--- config.mk ---
export PLATFORM = sky130hd
export DESIGN_NAME = rtc_time_counter_with_latch_unit
export DESIGN_NICKNAME = d
export VERILOG_FILES = /design/src/hw/rtl/rtcl_pkg.sv /design/src/hw/rtl/rtcl_regs.sv /design/src/hw/rtl/rtc_time_counter_with_latch_unit.sv
export SDC_FILE = /design/constraint.sdc
export NUM_CORES = 1
export LEC_CHECK = 0
export CAP_MARGIN = 40
export CORE_MARGIN = 10
export CORE_UTILIZATION = 41
export CTS_BUF_LIST = sky130_fd_sc_hd__clkbuf_4 sky130_fd_sc_hd__clkbuf_8 sky130_fd_sc_hd__clkbuf_16
export DETAILED_ROUTE_END_ITERATION = 10
export DONT_BUFFER_PORTS = 1
export GPL_TIMING_DRIVEN = 0
export PLACE_DENSITY = 0.63
export SLEW_MARGIN = 20
export SYNTH_ARGS = -nofsm -noshare
export SYNTH_HDL_FRONTEND = slang
export SYNTH_HIERARCHICAL = 1
export SYNTH_SLANG_ARGS = --single-unit
--- constraint.sdc ---
create_clock -name clock -period 2.6 [get_ports clock]
set_input_delay 0.26 -clock clock [delete_from_list [all_inputs] [get_ports clock]]
set_output_delay 0.26 -clock clock [all_outputs]
set_load 0.01 [all_outputs]
--- src/hw/rtl/rtcl_pkg.sv ---
package rtcl_pkg;

   // request function codes
   typedef enum logic [1:0] {
      FUNC_TICK  = 2'd0,
      FUNC_READ  = 2'd1,
      FUNC_WRITE = 2'd2,
      FUNC_NONE  = 2'd3
   } func_type;

   // register selects
   typedef enum logic [2:0] {
      SEL_SEC    = 3'd0,
      SEL_MIN    = 3'd1,
      SEL_HOUR   = 3'd2,
      SEL_DAY_HI = 3'd3,
      SEL_DAY_LO = 3'd4,
      SEL_CTRL   = 3'd5,
      SEL_LATCH  = 3'd6,
      SEL_SPARE  = 3'd7
   } sel_type;

   localparam int unsigned SEC_W  = 6;
   localparam int unsigned MIN_W  = 6;
   localparam int unsigned HOUR_W = 5;
   localparam int unsigned DAY_W  = 16;
   localparam int unsigned CTRL_W = 3;
   localparam int unsigned DATA_W = 8;

   localparam logic [SEC_W-1:0]  SEC_LAST  = SEC_W'(59);
   localparam logic [MIN_W-1:0]  MIN_LAST  = MIN_W'(59);
   localparam logic [HOUR_W-1:0] HOUR_LAST = HOUR_W'(23);

   localparam logic [CTRL_W-1:0] CTRL_MASK  = 3'b101;
   localparam logic [CTRL_W-1:0] CTRL_RESET = 3'b001;
   localparam int unsigned       CTRL_EN    = 0;

   // one accepted request word as seen by the register file
   typedef struct packed {
      logic              valid;
      logic [1:0]        func;
      logic [2:0]        sel;
      logic [DATA_W-1:0] data;
   } cmd_type;

endpackage

--- src/hw/rtl/rtcl_regs.sv ---
module rtcl_regs (
   input  logic                       clock,
   input  logic                       reset,
   input  rtcl_pkg::cmd_type          cmd,
   output logic [rtcl_pkg::DATA_W-1:0] read_data
);

   logic [rtcl_pkg::SEC_W-1:0]  sec_ff, sec_in;
   logic [rtcl_pkg::MIN_W-1:0]  min_ff, min_in;
   logic [rtcl_pkg::HOUR_W-1:0] hour_ff, hour_in;
   logic [rtcl_pkg::DAY_W-1:0]  day_ff, day_in;
   logic [rtcl_pkg::SEC_W-1:0]  held_sec_ff, held_sec_in;
   logic [rtcl_pkg::MIN_W-1:0]  held_min_ff, held_min_in;
   logic [rtcl_pkg::HOUR_W-1:0] held_hour_ff, held_hour_in;
   logic [rtcl_pkg::DAY_W-1:0]  held_day_ff, held_day_in;
   logic                        held_valid_ff, held_valid_in;
   logic [rtcl_pkg::CTRL_W-1:0] ctrl_ff, ctrl_in;

   logic [rtcl_pkg::SEC_W-1:0]  rd_sec;
   logic [rtcl_pkg::MIN_W-1:0]  rd_min;
   logic [rtcl_pkg::HOUR_W-1:0] rd_hour;
   logic [rtcl_pkg::DAY_W-1:0]  rd_day;

   // read side: held copy wins once latched
   always_comb begin
      rd_sec  = held_valid_ff ? held_sec_ff  : sec_ff;
      rd_min  = held_valid_ff ? held_min_ff  : min_ff;
      rd_hour = held_valid_ff ? held_hour_ff : hour_ff;
      rd_day  = held_valid_ff ? held_day_ff  : day_ff;
      read_data = '0;
      if (cmd.func == rtcl_pkg::FUNC_READ) begin
         unique case (rtcl_pkg::sel_type'(cmd.sel))
            rtcl_pkg::SEL_SEC:    read_data = rtcl_pkg::DATA_W'(rd_sec);
            rtcl_pkg::SEL_MIN:    read_data = rtcl_pkg::DATA_W'(rd_min);
            rtcl_pkg::SEL_HOUR:   read_data = rtcl_pkg::DATA_W'(rd_hour);
            rtcl_pkg::SEL_DAY_HI: read_data = rd_day[15:8];
            rtcl_pkg::SEL_DAY_LO: read_data = rd_day[7:0];
            rtcl_pkg::SEL_CTRL:   read_data = rtcl_pkg::DATA_W'(ctrl_ff);
            default:              read_data = '0;
         endcase
      end
   end

   // update side
   always_comb begin
      sec_in        = sec_ff;
      min_in        = min_ff;
      hour_in       = hour_ff;
      day_in        = day_ff;
      held_sec_in   = held_sec_ff;
      held_min_in   = held_min_ff;
      held_hour_in  = held_hour_ff;
      held_day_in   = held_day_ff;
      held_valid_in = held_valid_ff;
      ctrl_in       = ctrl_ff;
      if (cmd.valid) begin
         if (cmd.func == rtcl_pkg::FUNC_TICK) begin
            if (ctrl_ff[rtcl_pkg::CTRL_EN]) begin
               // cascaded carry through sec, min, hour, day
               if (sec_ff != rtcl_pkg::SEC_LAST) begin
                  sec_in = sec_ff + 1'b1;
               end else begin
                  sec_in = '0;
                  if (min_ff != rtcl_pkg::MIN_LAST) begin
                     min_in = min_ff + 1'b1;
                  end else begin
                     min_in = '0;
                     if (hour_ff != rtcl_pkg::HOUR_LAST) begin
                        hour_in = hour_ff + 1'b1;
                     end else begin
                        hour_in = '0;
                        day_in  = day_ff + 1'b1;
                     end
                  end
               end
            end
         end else if (cmd.func == rtcl_pkg::FUNC_WRITE) begin
            if (cmd.sel == rtcl_pkg::SEL_CTRL) begin
               ctrl_in = cmd.data[rtcl_pkg::CTRL_W-1:0] & rtcl_pkg::CTRL_MASK;
               if (cmd.data[rtcl_pkg::CTRL_EN]) begin
                  sec_in  = '0;
                  min_in  = '0;
                  hour_in = '0;
                  day_in  = '0;
               end
            end else if (cmd.sel == rtcl_pkg::SEL_LATCH) begin
               held_sec_in   = sec_ff;
               held_min_in   = min_ff;
               held_hour_in  = hour_ff;
               held_day_in   = day_ff;
               held_valid_in = 1'b1;
            end
         end
      end
   end

   always_ff @(posedge clock) begin
      if (reset) begin
         sec_ff        <= '0;
         min_ff        <= '0;
         hour_ff       <= '0;
         day_ff        <= '0;
         held_sec_ff   <= '0;
         held_min_ff   <= '0;
         held_hour_ff  <= '0;
         held_day_ff   <= '0;
         held_valid_ff <= 1'b0;
         ctrl_ff       <= rtcl_pkg::CTRL_RESET;
      end else begin
         sec_ff        <= sec_in;
         min_ff        <= min_in;
         hour_ff       <= hour_in;
         day_ff        <= day_in;
         held_sec_ff   <= held_sec_in;
         held_min_ff   <= held_min_in;
         held_hour_ff  <= held_hour_in;
         held_day_ff   <= held_day_in;
         held_valid_ff <= held_valid_in;
         ctrl_ff       <= ctrl_in;
      end
   end

endmodule

--- src/hw/rtl/rtc_time_counter_with_latch_unit.sv ---
// response word is registered in the output register, or in the skid stage while the output is stalled
// throughput: one request word per cycle while the skid stage is not full (req_stall low)
// a two-entry output buffer keeps taking requests while one response waits
// reset (synchronous, active high): time and held registers zero, latch flag
// clear, control = enable; no clearing pass, ready the cycle after reset
module rtc_time_counter_with_latch_unit (
   input  logic        clock,
   input  logic        reset,
   input  logic        req_valid,
   output logic        req_stall,
   input  logic [1:0]  req_func,
   input  logic [2:0]  req_reg_sel,
   input  logic [7:0]  req_write_data,
   output logic        rsp_valid,
   input  logic        rsp_stall,
   output logic [7:0]  rsp_read_data
);

   rtcl_pkg::cmd_type cmd;
   logic              push;
   logic [7:0]        new_data;

   // output register and skid stage
   logic       out_valid_ff, out_valid_in;
   logic [7:0] out_data_ff, out_data_in;
   logic       skid_valid_ff, skid_valid_in;
   logic [7:0] skid_data_ff, skid_data_in;
   logic       slot_free;

   // only a full skid stage holds off the requester
   assign req_stall = skid_valid_ff;
   assign push      = req_valid & ~req_stall;

   always_comb begin
      cmd.valid = push;
      cmd.func  = req_func;
      cmd.sel   = req_reg_sel;
      cmd.data  = req_write_data;
   end

   // counters, latch copy and control live here; read data is combinational
   rtcl_regs u_regs (
      .clock     (clock),
      .reset     (reset),
      .cmd       (cmd),
      .read_data (new_data)
   );

   // output slot frees when empty or its word is taken this cycle
   assign slot_free = ~out_valid_ff | ~rsp_stall;

   always_comb begin
      out_valid_in  = out_valid_ff;
      out_data_in   = out_data_ff;
      skid_valid_in = skid_valid_ff;
      skid_data_in  = skid_data_ff;
      if (slot_free) begin
         if (skid_valid_ff) begin
            // older word moves up, new word (if any) takes the skid
            out_valid_in  = 1'b1;
            out_data_in   = skid_data_ff;
            skid_valid_in = push;
            skid_data_in  = new_data;
         end else begin
            out_valid_in = push;
            out_data_in  = new_data;
         end
      end else if (push) begin
         // output held by stall, park the new word
         skid_valid_in = 1'b1;
         skid_data_in  = new_data;
      end
   end

   always_ff @(posedge clock) begin
      if (reset) begin
         out_valid_ff  <= 1'b0;
         skid_valid_ff <= 1'b0;
      end else begin
         out_valid_ff  <= out_valid_in;
         skid_valid_ff <= skid_valid_in;
      end
   end

   // payload needs no reset
   always_ff @(posedge clock) begin
      out_data_ff  <= out_data_in;
      skid_data_ff <= skid_data_in;
   end

   assign rsp_valid     = out_valid_ff;
   assign rsp_read_data = out_data_ff;

endmodule

# After elaboration in Yosys (flattened, before gate mapping)
# Index checks and enable logic that the tools add are counted.
# totals
regBits	87
in_bits	17
output_inout_bits	10
# op_classes
bitwise	7
n_eq_ne	16
n_reduce_logical	13
muxes	40
add_sub_neg	4
# op_table
operator	n
16-bit two-way mux	9
6-bit two-way mux	12
8-bit one-hot mux with 6 select lines	1
5-bit two-way mux	9
8-bit two-way mux	5
16-bit by 1-bit adder with 16-bit output (second input constant)	1
6-bit by 1-bit adder with 6-bit output (second input constant)	2
6-bit != test (second input constant)	2
5-bit AND reduction	2
3-bit equality test (second input constant)	3
2-bit != test (second input constant)	4
8-bit AND reduction	1
2-bit nonzero test	4
7-bit AND reduction	1
3-bit by 2-bit equality test with 1-bit output (second input constant)	2
6-bit AND reduction	1
5-bit by 1-bit adder with 5-bit output (second input constant)	1
5-bit != test (second input constant)	1
1-bit NOT	5
1-bit two-way mux	4
4-bit AND reduction	1
3-bit by 1-bit equality test with 1-bit output (second input constant)	1
3-bit logical NOT	1
2-bit by 1-bit equality test with 1-bit output (second input constant)	1
6 further kinds	6

# Longest topological paths before layout
# Gate-level depths: netlist of run 1.
# logic_depth
ltp_word	6
depth_mapped	8
mapped_depth_nobuf	6

# Modules after synthesis
# Netlist of run 1, hierarchy kept.
# modules_own_cells
mod	area_each_um2	instances	cells_each
rtcl_regs	3676.0	1	460
rtc_time_counter_with_latch_unit	686.9	1	33

# Worst setup path after synthesis of run 1
# OpenSTA, ideal clock, no wires.
# synth_timing
kind	reg-to-reg
startpoint	reg u_regs.held_valid_ff
endpoint	reg out_data_ff[0], in the netlist rsp_read_data[0] (data pin)
path_buffers	1
synth_period_minus_slack_ns	2.044
stages_incl_launch_ff	8
setup_slack_ns	0.556
required_ns	2.340
arrival_time_ns	1.784
path_cell_list	dfxtp_1 -> buf_2 -> mux4_2 -> nor2b_1 -> a31oi_1 -> o221ai_1 -> nor2b_1 -> mux2_4
# synth_between
elab_chain_len	4
# synth_rtl
item	line_no	rtl
start, declared	rtcl_regs.sv:16	logic held_valid_ff, held_valid_in;
start signal, assigned	rtcl_regs.sv:118	held_valid_ff <= held_valid_in;
16-bit two-way mux (tied with other cells)	rtcl_regs.sv:29	rd_day = held_valid_ff ? held_day_ff : day_ff;
8-bit one-hot mux with 6 select lines *	rtcl_regs.sv:32	unique case (rtcl_pkg::sel_type'(cmd.sel))
8-bit two-way mux *	rtcl_regs.sv:31	if (cmd.func == rtcl_pkg::FUNC_READ) begin
named net new_data[0]	rtc_time_counter_with_latch_unit.sv:21	logic [7:0] new_data;
8-bit two-way mux *	rtc_time_counter_with_latch_unit.sv:58	if (skid_valid_ff) begin
end signal, assigned	rtc_time_counter_with_latch_unit.sv:87	out_data_ff <= out_data_in;
end, declared	rtc_time_counter_with_latch_unit.sv:25	logic [7:0] out_data_ff, out_data_in;
# Mark *: on every way through the listed nets, which the timed path passes. The rest lies on a longest branch.
# A chain may end at the register's enable or synchronous reset.

# Worst setup path in the final report of run 1
# Same ends and word-level chain as after synthesis.

==> results.toml, run 1 <==
[power]
p_int_w = 0.00184
clkPwrFrac_pct = 37.5
power_frac_seq_pct = 56.9
p_sw_w = 0.000629
p_leak_nw = 1.54
powerDensity_nw_per_um2 = 521
ir_drop_mv = 0.222
pwr-share-comb_pct = 5.6
swShare_pct = 25.5

[synth]
yosysUniqueCellTypes = 60
synthArstFlopShare_pct = 0
ys_ff_latch = 87
synth.net_count = 514
syn_inst = 493
ys_seq_area_share_pct = 43.6
synthFlopType = "dfxtp_1"
avgSynthCellArea_sq_um = 8.85
synth-edff-count = 16
synthTopCellsByArea = "dfxtp_1, edfxtp_1, nand2_1"
yosys.area.top_type = "dfxtp_1"
synth_top_area_share_pct = 32.6
netlist_area_sq_um = 4360
yosys_warnings = 6

[floorplanning]
die_h_um = 123
rows = 37
die_x_um = 123
io_pins = 27
dieArea_sq_um = 15200
coreArea_sq_um = 10300
initial_core_util_pct = 42.3

[timing]
rsz0062_at_grt = "false"
tightest_slew_ns = 0.761
hold_viol_final = 0
max_slew_margin_pct = 49.1
fin_setup_tns_ns = 0
hold_ws_ns = 0.0198
slew_violations = 0
fin_crit_sh_pct = 92.7
fmax_mhz = 415
finClkSkew_ns = 0.0129
setup_viol = 0
period_minus_slack_ns = 2.41

[final_layout]
nets = 526
fill_cells = 1000
diodes = 0
fin_cells = 646
multi_input_area_sq_um = 2300
drive_gt1_share_pct = 10.8
area_delta_synth_final_pct = 8.60
final-seq-area_sq_um = 1900

[routing]
totalWireLength_mm = 11.5
first_pass_iters = 5
vias = 3791
drc = 0
ant_nets = 0
avgRoutedWirePerCell_um = 17.8
via_per_inst = 5.87
drt_iter0_drc = 361

[grt]
grt_pass1_wl_mm = 18.4
busiest_layer = "met2"
grt_antenna_before_repair = 0
grt_util_met2_pct = 23.9
grt_pass1_vias = 3416
grt_max_degree = 16
overflow = 0
grtUsageMet3_pct = 2.51
grt_use_total_pct = 15.5
grtUsageMet1_pct = 21.0

[critical_path]
cp_top_family = "multiplexers"
worst_setup_path_end_kind = "flip-flop"
worstSetupPathType = "flip-flop to flip-flop"
cp.required_ns = 2.73
path_max_fanout = 10
rr_startpoint = "u_regs/held_valid_ff$_SDFFE_PP0P_"
critPathLaunchType = "flip-flop"
crit_chain = "buf_2 -> mux4_2 -> nor2b_1 -> a31oi_1 -> o221ai_1 -> nor2b_1 -> mux2_4"
crit_start = "u_regs/held_valid_ff$_SDFFE_PP0P_"
crit_top_cell = "nor2b_1"
critPathMaxStageDelay_ns = 0.56
path_buf_inv = 1
cp.arrival_ns = 2.54
crit_path_top_delay_cell = "mux4_2"

[cts]
cts_tree = "built"
post-cts-setup-buffers = 0
cts_root_buf = "clkbuf_8"
htreeDepth = 3
cts.sinks = 87
clk_pin_slew_ns = 0.10
numCtsBuffers = 9
clkLatencyLatePin_ns = 0.37
clockBufferDepth = 2

[job]
max_cap_violations = 0

[run_status]
status = "finished, final reports clean"

[place]
numPlacedInstances = 629
dp_hpwl_mm = 8.47
gp_congestion = 0.918
io_buffers = 0

[worst_hold_path]
hold_path_class = "input port to flip-flop"
worstHoldStart = "req_write_data[0]"
-- through the flow --
step	power (W)	setup slack (ns)	area, sq um	util (%)
floorplan	0.00153	0.556	4360	-
global placement	0.00157	0.124	4530	43.9
detailed placement	0.00157	0.0349	4530	43.9
CTS	0.00248	0.00605	4730	45.9
global route	0.00256	0.0942	4740	45.9
finish	0.00247	0.189	4740	45.9
-- synthesized netlist by cell type (5+ instances only) --
| cell type | n |
|---|---|
| a22oi_1 | 6 |
| nand2_1 | 96 |
| nand3_1 | 20 |
| buf_2 | 8 |
| nor3_1 | 6 |
| inv_1 | 5 |
| edfxtp_1 | 16 |
| o21ai_1 | 6 |
| o21ai_0 | 13 |
| o31ai_1 | 7 |
| o22ai_1 | 7 |
| a21oi_1 | 52 |
| and3_1 | 5 |
| nand2b_1 | 5 |
| mux2_4 | 8 |
| mux2_2 | 6 |
| clkbuf_1 | 18 |
| dfxtp_1 | 71 |
| nand4_1 | 9 |
| mux2i_1 | 15 |
| nor2b_1 | 8 |
| nor2_1 | 28 |
-- sequential cells by signal (all words and copies together), names as in the netlist --
register / flops
u_regs/held_min_ff: 6
u_regs/held_day_ff: 16
u_regs/day_ff: 16
u_regs/hour_ff: 5
u_regs/min_ff: 6
u_regs/held_valid_ff: 1
rsp_valid: 1
u_regs/ctrl_ff: 2
req_stall: 1
skid_data_ff: 8
rsp_read_data: 8
u_regs/sec_ff: 6
u_regs/held_sec_ff: 6
u_regs/held_hour_ff: 5
-- area by class of cell --
class,count,share of cell area [%]
Timing Repair Buffer,1,0.211
Sequential cell,87,40.1
Clock inverter,6,0.898
Buffer,32,3.17
Inverter,5,0.396
Clock buffer,10,3.14
Multi-Input combinational cell,369,48.5
Tap cell,136,3.59
-- final timing paths --
path / depth (start not counted) / slack (ns) / end
worst min register to register: 2 / 0.46 / u_regs/held_day_ff[4]$_SDFFE_PP0P_
worst max-delay path: 7 / 0.19 / rsp_read_data[0]$_DFFE_PP_
worst max register to register: 7 / 0.19 / rsp_read_data[0]$_DFFE_PP_
worst min-delay path: 2 / 0.02 / u_regs/ctrl_ff[0]$_SDFFE_PP1P_
-- metal layers --
metal / vias to the layer above / wire length, um
li1: 1817 / -
met1: 1825 / 5220
met2: 129 / 5380
met3: 20 / 646
met4: 0 / 235
met5: - / 0
-- placed cells by master, fill, tap and decap left out, types with 7 or more instances in the layout --
master,instances
a21oi_1,52
buf_2,8
clkbuf_1,17
clkbuf_8,9
dfxtp_1,71
edfxtp_1,16
mux2_4,8
mux2i_1,15
nand2_1,96
nand3_1,20
nand4_1,9
nor2_1,28
nor2b_1,7
o21ai_0,13
o22ai_1,7
o31ai_1,7
-- what timing repair did --
| item | CTS | global route |
|---|---|---|
| hold endpoints to repair | 2 | 0 |
| gates resized for setup | 0 | 3 |
| setup endpoints to repair | 0 | 32 |
| hold buffers | 1 | 0 |
-- power by group through the flow --
stage                     clock network (W)  logic (W)  registers (W)
after floorplan                           0   0.000101        0.00143
after global placement                    0   0.000132        0.00144
final                              0.000927   0.000138        0.00140
after global routing               0.000999   0.000152        0.00141
after detailed placement                  0   0.000133        0.00144
after CTS                          0.000942   0.000135        0.00140
-- logic make-up (layout without fill, tap and decap cells) --
logic type | after synthesis | count (layout) | synth area share [%]
mux | 33 | 33 | 9.81
flops | 87 | 87 | 43.6
simple gates | 207 | 207 | 23.7
buf+inv | 37 | 54 | 3.84
xor+xnor | 5 | 5 | 1.00
fa+ha+maj | 4 | 4 | 1.15
compound gates | 120 | 120 | 16.9
No activity file was read; power rests on OpenSTA's default activity.
==> run 2: changes to the inputs <==
--- a/config.mk
+++ b/config.mk
@@ -5,14 +5,13 @@
 export SDC_FILE = /design/constraint.sdc
 export NUM_CORES = 1
 export LEC_CHECK = 0
-export CAP_MARGIN = 40
+export CAP_MARGIN = 20
 export CORE_MARGIN = 10
 export CORE_UTILIZATION = 41
 export CTS_BUF_LIST = sky130_fd_sc_hd__clkbuf_4 sky130_fd_sc_hd__clkbuf_8 sky130_fd_sc_hd__clkbuf_16
 export DETAILED_ROUTE_END_ITERATION = 10
 export DONT_BUFFER_PORTS = 1
 export GPL_TIMING_DRIVEN = 0
-export PLACE_DENSITY = 0.63
 export SLEW_MARGIN = 20
 export SYNTH_ARGS = -nofsm -noshare
 export SYNTH_HDL_FRONTEND = slang
==> results.toml, run 2 (synthesis results as in run 1) <==
[critical_path]
critPathLaunchType = "flip-flop"
cp_top_family = "multiplexers"
cp.arrival_ns = 2.53
crit_path_top_delay_cell = "mux4_2"
crit_top_cell = "nor2b_1"
cp.required_ns = 2.71
crit_chain = "buf_2 -> mux4_2 -> nor2b_1 -> a31oi_1 -> o221ai_1 -> nor2b_1 -> mux2_4"
worstSetupPathType = "flip-flop to flip-flop"
critPathMaxStageDelay_ns = 0.55
path_buf_inv = 1
path_max_fanout = 10
worst_setup_path_end_kind = "flip-flop"

[timing]
fin_crit_sh_pct = 92.9
setup_viol = 0
rsz0062_at_grt = "false"
fmax_mhz = 414
tightest_slew_ns = 0.765
slew_violations = 0
finClkSkew_ns = 0.0101
hold_viol_final = 0
period_minus_slack_ns = 2.41
fin_setup_tns_ns = 0
max_slew_margin_pct = 48.8

[run_status]
status = "finished, final reports clean"

[routing]
avgRoutedWirePerCell_um = 17.9
totalWireLength_mm = 11.6
drc = 0
first_pass_iters = 4
vias = 3699
ant_nets = 0
drt_iter0_drc = 294
via_per_inst = 5.73

[cts]
clk_pin_slew_ns = 0.09
clockBufferDepth = 2
cts_root_buf = "clkbuf_8"
htreeDepth = 3
post-cts-setup-buffers = 0
numCtsBuffers = 9
cts_tree = "built"
clkLatencyLatePin_ns = 0.36
cts.sinks = 87

[grt]
grt_max_degree = 16
overflow = 0
grt_pass1_wl_mm = 18.4
grt_use_total_pct = 15.4
grt_pass1_vias = 3424
grt_antenna_before_repair = 0

[power]
clkPwrFrac_pct = 38.2
ir_drop_mv = 0.217
p_sw_w = 0.000620
p_int_w = 0.00188
powerDensity_nw_per_um2 = 527
p_leak_nw = 1.54
swShare_pct = 24.8
pwr-share-comb_pct = 5.6
power_frac_seq_pct = 56.2

[floorplanning]
die_h_um = 123
io_pins = 27
die_x_um = 123
rows = 37
coreArea_sq_um = 10300
initial_core_util_pct = 42.3
dieArea_sq_um = 15200

[final_layout]
multi_input_area_sq_um = 2300
fill_cells = 1011
top_regs = "u_regs/day_ff: 16 flops, u_regs/held_day_ff: 16 flops"
final_cell_mix = "nand2_1, dfxtp_1, a21oi_1"
area_delta_synth_final_pct = 8.69
nets = 526
final_area_sq_um = 4740
final-seq-area_sq_um = 1900
final_common_cell = "nand2_1"
drive_gt1_share_pct = 10.8
diodes = 0

[place]
io_buffers = 0
postPlaceCellArea_sq_um = 4530
gp_congestion = 0.945
dp_hpwl_mm = 8.56

[worst_hold_path]
hold_path_class = "input port to flip-flop"

[job]
max_cap_violations = 0
## run 2: cell types whose count changed in the layout (fill, tap and decap cells not counted), sizes merged
cell	before	now
clkinvlp	2	1
inv	6	7
bufinv	0	1
clkbuf	28	27
## run 2: metrics by stage
step	std cells	setup slack [ns]	hold slack, ns	utilization, %	power [W]
after global routing	646	0.110	0.0166	45.9	0.00259
after CTS	646	0.185	0.0110	45.9	0.00252
final	646	0.186	0.0253	45.9	0.00250
after floorplan	493	0.556	0.329	-	0.00153
after detailed placement	629	0.00823	0.333	43.9	0.00157
after global placement	629	0.0979	0.331	43.9	0.00157
## run 2: per-layer routing
metal | share of wire, % | wire [um] | track usage [%]
met2 | 45 | 5210 | 23.0
met4 | 3.4 | 391 | 9.02
met5 | 0 | 0 | 0
met3 | 4.4 | 508 | 2.10
met1 | 47 | 5470 | 20.9
## run 2: worst paths after layout
path,from,endpoint,slack [ns],cells after the start
setup / recovery,u_regs/held_valid_ff$_SDFFE_PP0P_,rsp_read_data[0]$_DFFE_PP_,0.19,7
hold / removal,req_write_data[0],u_regs/ctrl_ff[0]$_SDFFE_PP1P_,0.03,2
setup reg to reg,u_regs/held_valid_ff$_SDFFE_PP0P_,rsp_read_data[0]$_DFFE_PP_,0.19,7
hold reg to reg,u_regs/held_day_ff[4]$_SDFFE_PP0P_,u_regs/held_day_ff[4]$_SDFFE_PP0P_,0.46,2
## run 2: worst reg2reg max path, cell delays in order (launching register included)
cell and delay [ns]:
dfxtp_1 0.31, buf_2 0.30, mux4_2 0.55, nor2b_1 0.14
a31oi_1 0.22, o221ai_1 0.18, nor2b_1 0.18, mux2_4 0.28
## run 2: cell type report
class | instances | share of cell area (%)
Buffer | 32 | 3.17
Clock buffer | 9 | 2.61
Clock inverter | 7 | 1.50
Inverter | 5 | 0.396
Multi-Input combinational cell | 369 | 48.4
Sequential cell | 87 | 40.1
Tap cell | 136 | 3.59
Timing Repair Buffer | 1 | 0.211
## run 2: timing repair
item                                    in CTS  in global routing
hold buffers                                 1                  0
endpoints found under the hold margin        2                  0
resized for setup                            1                  2
endpoints found under the setup margin       6                  4
pin swaps                                    0                  0
## run 2: power by group through the flow
stage	logic, W	registers (W)	clock network (W)
2_1_floorplan	0.000101	0.00143	0
3_3_place_gp	0.000133	0.00144	0
3_5_place_dp	0.000136	0.00144	0
4_1_cts	0.000138	0.00141	0.000978
5_1_grt	0.000152	0.00141	0.00103
6_report	0.000140	0.00140	0.000956
